$ cat src/hw/rtl/rc_frame_decode_key_classifier_defines.svh
// Assertion macros shared by the frame decoder RTL.
`ifndef RC_FRAME_DECODE_KEY_CLASSIFIER_DEFINES_SVH
`define RC_FRAME_DECODE_KEY_CLASSIFIER_DEFINES_SVH

`ifndef NO_ASSERTIONS

// Same-cycle implication.
`define RCFD_ASSERT_IMP(label, clk, rst, ante, cons) \
   label: assert property (@(posedge clk) disable iff (rst) (ante) |-> (cons)) \
      else $error("rcfd assertion failed");

// Next-cycle implication.
`define RCFD_ASSERT_NEXT(label, clk, rst, ante, cons) \
   label: assert property (@(posedge clk) disable iff (rst) (ante) |=> (cons)) \
      else $error("rcfd assertion failed");

`else

`define RCFD_ASSERT_IMP(label, clk, rst, ante, cons)
`define RCFD_ASSERT_NEXT(label, clk, rst, ante, cons)

`endif

`endif

$ cat src/hw/rtl/rcfd_pkg.sv
// Types, constants and helpers of the receiver frame decoder.
package rcfd_pkg;

   localparam int FRAME_LEN     = 18;
   localparam int POS_W         = 5;
   localparam int KEY_COUNT     = 18;
   localparam int COUNTER_WIDTH = 16;
   localparam int OUT_KEYS      = 18;
   localparam int KEY_PAD_W     = (KEY_COUNT > OUT_KEYS) ? KEY_COUNT : OUT_KEYS;
   localparam int CH_W          = 11;
   localparam int DB_W          = 10;
   localparam int TICK_W        = 16;
   localparam int CMP_W         = (COUNTER_WIDTH > TICK_W) ? COUNTER_WIDTH : TICK_W;
   localparam int CSR_IDX_W     = 2;
   localparam int CSR_DATA_W    = 16;
   localparam int RSP_BITS      = 161;
   localparam int RSP_DATA_W    = 168;

   localparam logic [POS_W-1:0] LAST_POS = POS_W'(FRAME_LEN - 1);

   typedef enum logic [CSR_IDX_W-1:0] {
      REG_DEADBAND    = 2'd0,
      REG_PRESS_TICKS = 2'd1,
      REG_LONG_TICKS  = 2'd2
   } csr_index_type;

   // First field sits in the highest bits.
   typedef struct packed {
      logic [OUT_KEYS-1:0] clicked_keys;
      logic [OUT_KEYS-1:0] long_pressed_keys;
      logic [OUT_KEYS-1:0] pressed_keys;
      logic signed [15:0]  mouse_dz;
      logic signed [15:0]  mouse_dy;
      logic signed [15:0]  mouse_dx;
      logic [3:0]          switches;
      logic signed [CH_W-1:0] wheel;
      logic signed [CH_W-1:0] left_y;
      logic signed [CH_W-1:0] left_x;
      logic signed [CH_W-1:0] right_y;
      logic signed [CH_W-1:0] right_x;
   } rsp_payload_type;

   // Center a raw 11-bit channel on zero and apply the deadband.
   function automatic logic signed [CH_W-1:0] centre_gate(
      input logic [CH_W-1:0] raw,
      input logic [DB_W-1:0] band
   );
      logic signed [CH_W:0] v;
      logic [CH_W:0]        mag;
      v   = $signed({1'b0, raw}) - $signed((CH_W+1)'(1024));
      mag = v[CH_W] ? (CH_W+1)'(-v) : (CH_W+1)'(v);
      if (mag < (CH_W+1)'(band)) begin
         return '0;
      end
      return v[CH_W-1:0];
   endfunction

endpackage

$ cat src/hw/rtl/rc_frame_decode_key_classifier.sv
// Receiver frame decoder: stick/mouse unpacking and key hold classification.
//
//   channel | dir | words                       | handshake
//   req     | in  | one frame byte, start flag  | req_tvalid/req_tready
//   rsp     | out | one decoded frame           | rsp_tvalid/rsp_tready
//   csr     | in  | register writes             | csr_we, no wait
//
// One word accepted per cycle while req_tready is high. The 18th byte of
// a frame sets a decode flag; once the result register has room, the
// stored frame is decoded and the hold counters and result register are
// updated. Sync reset clears position, counters and flags and loads
// register defaults. req_tready drops only while a pending decode waits on
// a full, stalled result register.
`include "rc_frame_decode_key_classifier_defines.svh"

module rc_frame_decode_key_classifier (
   input  logic                              clock,
   input  logic                              reset,
   input  logic                              req_tvalid,
   output logic                              req_tready,
   input  logic [7:0]                        req_tdata,   // [7:0] frame_byte
   input  logic                              req_tuser,   // [0] frame_start
   output logic                              rsp_tvalid,
   input  logic                              rsp_tready,
   // right_x, right_y, left_x, left_y, wheel, switches, mouse_dx,
   // mouse_dy, mouse_dz, pressed_keys, long_pressed_keys, clicked_keys, pad
   output logic [rcfd_pkg::RSP_DATA_W-1:0]   rsp_tdata,
   input  logic                              csr_we,
   input  logic [rcfd_pkg::CSR_IDX_W-1:0]    csr_index,
   input  logic [rcfd_pkg::CSR_DATA_W-1:0]   csr_wdata
);

   // config
   logic [rcfd_pkg::DB_W-1:0]   deadband_ff;
   logic [rcfd_pkg::TICK_W-1:0] press_ticks_ff;
   logic [rcfd_pkg::TICK_W-1:0] long_ticks_ff;

   // frame capture
   logic [rcfd_pkg::POS_W-1:0] pos_ff, pos_in, pos_sel;
   logic [7:0] frame_ff [rcfd_pkg::FRAME_LEN];
   logic       decode_ff, decode_in;

   // key state
   logic [rcfd_pkg::COUNTER_WIDTH-1:0] cnt_ff [rcfd_pkg::KEY_COUNT];
   logic [rcfd_pkg::COUNTER_WIDTH-1:0] cnt_in [rcfd_pkg::KEY_COUNT];
   logic [rcfd_pkg::KEY_COUNT-1:0] press_ff, press_in;
   logic [rcfd_pkg::KEY_COUNT-1:0] long_ff, long_in;
   logic [rcfd_pkg::KEY_COUNT-1:0] click_ff, click_in;

   // result
   logic                      rsp_valid_ff, rsp_valid_in;
   rcfd_pkg::rsp_payload_type rsp_ff, rsp_in;

   logic req_fire, out_free, decode_fire;
   logic [rcfd_pkg::KEY_PAD_W-1:0] keys_pad;
   logic [rcfd_pkg::KEY_PAD_W-1:0] press_pad, long_pad, click_pad;

   assign out_free    = !rsp_valid_ff || rsp_tready;
   assign req_tready  = !decode_ff || out_free;
   assign req_fire    = req_tvalid && req_tready;
   assign decode_fire = decode_ff && out_free;

   assign pos_sel   = req_tuser ? '0 : pos_ff;
   assign pos_in    = (pos_sel == rcfd_pkg::LAST_POS) ? '0 : pos_sel + 1'b1;
   // hold the decode request until the result register frees up
   assign decode_in = (req_fire && pos_sel == rcfd_pkg::LAST_POS) ||
                      (decode_ff && !out_free);

   // key word: keyboard bits, then the two mouse buttons (nonzero = held)
   always_comb begin
      keys_pad       = '0;
      keys_pad[15:0] = {frame_ff[15], frame_ff[14]};
      keys_pad[16]   = |frame_ff[12];
      keys_pad[17]   = |frame_ff[13];
   end

   // per-key hold counters and flags, all keys in parallel
   always_comb begin
      press_in = press_ff;
      long_in  = long_ff;
      click_in = click_ff;
      for (int i = 0; i < rcfd_pkg::KEY_COUNT; i++) begin
         cnt_in[i] = cnt_ff[i];
         if (keys_pad[i]) begin
            if (cnt_ff[i] != '1) begin
               cnt_in[i] = cnt_ff[i] + 1'b1;
            end
            if (rcfd_pkg::CMP_W'(cnt_in[i]) > rcfd_pkg::CMP_W'(press_ticks_ff)) begin
               press_in[i] = 1'b1;
            end
            if (rcfd_pkg::CMP_W'(cnt_in[i]) > rcfd_pkg::CMP_W'(long_ticks_ff)) begin
               long_in[i] = 1'b1;
            end
            click_in[i] = 1'b0;
         end else begin
            // released between thresholds: one-frame click
            click_in[i] =
               (rcfd_pkg::CMP_W'(cnt_ff[i]) > rcfd_pkg::CMP_W'(press_ticks_ff)) &&
               (rcfd_pkg::CMP_W'(cnt_ff[i]) < rcfd_pkg::CMP_W'(long_ticks_ff));
            press_in[i] = 1'b0;
            long_in[i]  = 1'b0;
            cnt_in[i]   = '0;
         end
      end
      press_pad = rcfd_pkg::KEY_PAD_W'(press_in);
      long_pad  = rcfd_pkg::KEY_PAD_W'(long_in);
      click_pad = rcfd_pkg::KEY_PAD_W'(click_in);
   end

   // unpack the stored frame
   always_comb begin
      rsp_in.right_x = rcfd_pkg::centre_gate({frame_ff[1][2:0], frame_ff[0]}, deadband_ff);
      rsp_in.right_y = rcfd_pkg::centre_gate({frame_ff[2][5:0], frame_ff[1][7:3]},
                                             deadband_ff);
      rsp_in.left_x  = rcfd_pkg::centre_gate({frame_ff[4][0], frame_ff[3], frame_ff[2][7:6]},
                                             deadband_ff);
      rsp_in.left_y  = rcfd_pkg::centre_gate({frame_ff[5][3:0], frame_ff[4][7:1]},
                                             deadband_ff);
      rsp_in.wheel   = rcfd_pkg::centre_gate({frame_ff[17][2:0], frame_ff[16]}, deadband_ff);
      rsp_in.switches          = frame_ff[5][7:4];
      rsp_in.mouse_dx          = {frame_ff[7], frame_ff[6]};
      rsp_in.mouse_dy          = {frame_ff[9], frame_ff[8]};
      rsp_in.mouse_dz          = {frame_ff[11], frame_ff[10]};
      rsp_in.pressed_keys      = press_pad[rcfd_pkg::OUT_KEYS-1:0];
      rsp_in.long_pressed_keys = long_pad[rcfd_pkg::OUT_KEYS-1:0];
      rsp_in.clicked_keys      = click_pad[rcfd_pkg::OUT_KEYS-1:0];
   end

   assign rsp_valid_in = decode_fire || (rsp_valid_ff && !rsp_tready);

   // control and config
   always_ff @(posedge clock) begin
      if (reset) begin
         pos_ff         <= '0;
         decode_ff      <= 1'b0;
         rsp_valid_ff   <= 1'b0;
         press_ff       <= '0;
         long_ff        <= '0;
         click_ff       <= '0;
         deadband_ff    <= rcfd_pkg::DB_W'(20);
         press_ticks_ff <= rcfd_pkg::TICK_W'(10);
         long_ticks_ff  <= rcfd_pkg::TICK_W'(100);
         for (int i = 0; i < rcfd_pkg::KEY_COUNT; i++) begin
            cnt_ff[i] <= '0;
         end
      end else begin
         decode_ff    <= decode_in;
         rsp_valid_ff <= rsp_valid_in;
         if (req_fire) begin
            pos_ff <= pos_in;
         end
         if (decode_fire) begin
            press_ff <= press_in;
            long_ff  <= long_in;
            click_ff <= click_in;
            for (int i = 0; i < rcfd_pkg::KEY_COUNT; i++) begin
               cnt_ff[i] <= cnt_in[i];
            end
         end
         if (csr_we) begin
            case (csr_index)
               rcfd_pkg::REG_DEADBAND:    deadband_ff    <= csr_wdata[rcfd_pkg::DB_W-1:0];
               rcfd_pkg::REG_PRESS_TICKS: press_ticks_ff <= csr_wdata[rcfd_pkg::TICK_W-1:0];
               rcfd_pkg::REG_LONG_TICKS:  long_ticks_ff  <= csr_wdata[rcfd_pkg::TICK_W-1:0];
               default: ;
            endcase
         end
      end
   end

   // payload storage
   always_ff @(posedge clock) begin
      if (req_fire) begin
         frame_ff[pos_sel] <= req_tdata;
      end
      if (decode_fire) begin
         rsp_ff <= rsp_in;
      end
   end

   assign rsp_tvalid = rsp_valid_ff;
   assign rsp_tdata  = {(rcfd_pkg::RSP_DATA_W - rcfd_pkg::RSP_BITS)'(0), rsp_ff};

   // a click never shows together with a press on the same key
   `RCFD_ASSERT_IMP(a_click_press_apart, clock, reset, rsp_tvalid,
      (rsp_ff.clicked_keys & rsp_ff.pressed_keys) == '0)
   // input stalls only behind a stalled, full result register
   `RCFD_ASSERT_IMP(a_stall_cause, clock, reset, !req_tready,
      decode_ff && rsp_valid_ff && !rsp_tready)
   // a decode with room in the result register produces a word
   `RCFD_ASSERT_NEXT(a_decode_emits, clock, reset, decode_ff && out_free, rsp_valid_ff)
   // the write position stays inside the frame
   `RCFD_ASSERT_IMP(a_pos_range, clock, reset, 1'b1, pos_ff <= rcfd_pkg::LAST_POS)

endmodule
$ cat config.mk
export PLATFORM = sky130hd
export DESIGN_NAME = rc_frame_decode_key_classifier
export DESIGN_NICKNAME = d
export VERILOG_FILES = /design/src/hw/rtl/rcfd_pkg.sv /design/src/hw/rtl/rc_frame_decode_key_classifier.sv
export VERILOG_INCLUDE_DIRS = /design/src /design/src/hw/rtl
export SDC_FILE = /design/constraint.sdc
export NUM_CORES = 2
export LEC_CHECK = 0
export ABC_AREA = 1
export BUFFER_PORTS_ARGS = -buffer_cell sky130_fd_sc_hd__buf_2
export CORE_MARGIN = 1
export CORE_UTILIZATION = 50
export CTS_BUF_LIST = sky130_fd_sc_hd__clkbuf_4
export DETAILED_ROUTE_END_ITERATION = 10
export GPL_ROUTABILITY_DRIVEN = 1
export PLACE_DENSITY = 0.68
export RECOVER_POWER = 25
export SYNTH_ARGS = -nofsm -noshare
export SYNTH_HDL_FRONTEND = slang
export SYNTH_SLANG_ARGS = --single-unit
$ cat constraint.sdc
create_clock -name clock -period 20.3 [get_ports clock]
set_clock_uncertainty 0.1 [all_clocks]
set_input_delay 3.045 -clock clock [delete_from_list [all_inputs] [get_ports clock]]
set_output_delay 3.045 -clock clock [all_outputs]
set_load 0.01 [all_outputs]
==> impl_metrics.yaml <==
routing:
  ant_nets: 0
  vias: 51943
  wl_per_cell_um: 19.1
  drt_iter0_drc: 4721
  first_pass_iters: 7
  route.met2.wl_mm: 77.3
  drc: 0
  vias_per_cell: 5.67
  wl_met1_mm: 77.0
  wl_met3_mm: 13.7
  routed_wl_mm: 175
  highest_layer: "met5"
yosys:
  syn_avg_cell_area_sq_um: 8.22
  synth_area_leader_cell: "edfxtp_1"
  ys_seq_elements: 673
  yosysUniqueCellTypes: 45
  synthesis.area_sq_um: 58700
  synth_area_leaders: "edfxtp_1 30%, ha_1 26%, nand2_1 11%"
  yosys_warnings: 0
  synth.top_cell.area_share: 0.301
  syn_inst: 7149
  seq_area_frac_synth: 0.330
clock_tree:
  clk_latency_ps: 1220
  cts_resized: 0
  clockBufferDepth: 3
  cts.sinks: 673
  ctsRootBufferMaster: "clkbuf_4"
  htree_levels: 4
  cts_setup_buffers: 0
  hold_buffers: 0
  path_clk_slew_ps: 70
  numCtsBuffers: 184
  cts_tree: "yes"
global_route:
  grt_max_degree: 154
  grt_antenna_before_repair: 4
  grt_pass1_wl_mm: 269
  grt_pass1_vias: 49193
  grt-ovfl-total: 0
  track_usage: 0.293
hold_path:
  holdCritPathClass: "register to register"
finish:
  stdcell_count: 9153
  fin_util: 0.549
  finalNetCount: 8720
  drive_above_1_share: 0.0778
  area_growth_pct: 8.84
  mostFrequentLayoutCell: "nand2_1"
  final_cell_mix: "1699 x nand2_1, 1206 x ha_1, 892 x a21oi_1"
worst_setup_path:
  cpMostUsedCell: "nand2_1"
  crit_fanout: 95
  crit_family: "buffers and inverters"
  criticalPathCategory: "primary input to register"
  path_buf_inv: 4
  worstSetupEndpointType: "register"
  crit_arrival_ps: 8940
  worst_setup_path_start_kind: "primary input"
  cp_slowest_cell: "clkinvlp_2"
  path_cells: "buf_2 > inv_1 > nand2_1 > nand2_1 > clkinvlp_2 > buf_4"
  crit_required_ps: 20960
  cpPeakStageDelay_ps: 3640
pwr:
  vdd_drop_max_mv: 0.0579
  pwr_density_cell_nw_per_um2: 55.0
  total_power_uw: 3520
  p_leak_uw: 0.0297
floorplan:
  row_count: 125
  dieArea_sq_um: 119000
  fp.dieW_um: 345
  die_h_um: 345
  io_pins: 202
  placeableCoreArea_sq_um: 116000
  start_util: 0.505
timing:
  min_period_over_period: 0.408
  tightest_slew_ps: 4880
  fmax_mhz: 121
  hold_viol: 0
  finalCriticalPeriod_ps: 8280
  setup_tns_ps: 0
  rsz0062_at_grt: "false"
  slew_headroom: -2.27
  drv_slew: 144
  setup_viol: 0
place:
  dp_cells: 8820
  io_buffer_count: 194
  globalplace.congestion: 0.910
  hpwl_mm: 117
run_status:
  violations: "max-capacitance violations, max-slew violations"
  outcome: "finished with violations"
flow_run:
  drv_cap: 3
synthesized netlist by cell type (all sizes together):
master,n
a21oi,893
and3,8
nand4,140
o21a,26
nor3,143
a31o,1
inv,700
nand3b,2
nor3b,4
ha,1206
o21ai,229
o211ai,8
nand3,246
nor2,673
a31oi,16
conb,1
buf,46
clkbuf,46
and2,3
xnor2,44
a211o,1
nor2b,1
nor4,3
or2,1
xor2,235
edfxtp,588
o21bai,4
a211oi,31
a21boi,5
nand2,1711
a21o,49
dfxtp,85
flip-flops by register name, indices dropped and copies added (netlist names):
register,cells
cnt_ff,288
rsp_tdata,161
frame_ff,139
long_ff,18
press_ff,18
long_ticks_ff,16
press_ticks_ff,16
deadband_ff,10
pos_ff,5
decode_ff,1
rsp_tvalid,1
final timing paths:
check | startpoint | end | depth (start not counted) | slack (ps)
min | frame_ff[6][3] | rsp_tdata[62] | 0 | 280
max reg2reg | rsp_tvalid | rsp_tdata[130] | 4 | 13700
max | rsp_tready | rsp_tdata[130] | 6 | 12020
min reg2reg | frame_ff[6][3] | rsp_tdata[62] | 0 | 280
cell type report:
class,count,area (sq um)
fill,10880,52400
multi-input combinational,5690,36300
inverter,700,2630
timing repair buffer,233,1250
sequential,673,19400
tap,1524,1910
antenna,5,12.5
clock buffer,257,1930
clock inverter,71,514
stage by stage:
stage / hold WS, ps / setup slack [ps] / instance area (sq um)
finish: 279 / 12020 / 63900
global route: 316 / 11410 / 63900
CTS: 297 / 13570 / 64000
detailed placement: 305 / 13390 / 61500
global placement: 301 / 13450 / 61500
floorplan: 300 / 8040 / 58800
routing by layer:
metal | up-vias | global-route usage
met5 | - | 0
met4 | 4 | 0.131
met3 | 404 | 0.0473
met2 | 1881 | 0.461
met1 | 24138 | 0.394
li1 | 25516 | -
power by group:
part / total [uW] / internal, uW / switching, uW
Clock: 1290 / 635 / 658
Sequential: 1570 / 1530 / 43.6
Combinational: 653 / 226 / 426
Total: 3520 / 2390 / 1130
cells by family after synthesis:
logic type,after synthesis,synth area share
AOI/OAI and AO/OA,1263,0.113
xor gates and xnor gates,279,0.0416
adders and majority gates,1206,0.257
buffers and inverters,792,0.0526
DFF,673,0.330
other,1,0.0000638
and+or+nand+nor,2935,0.206
Power figures use the tool's default switching activity.
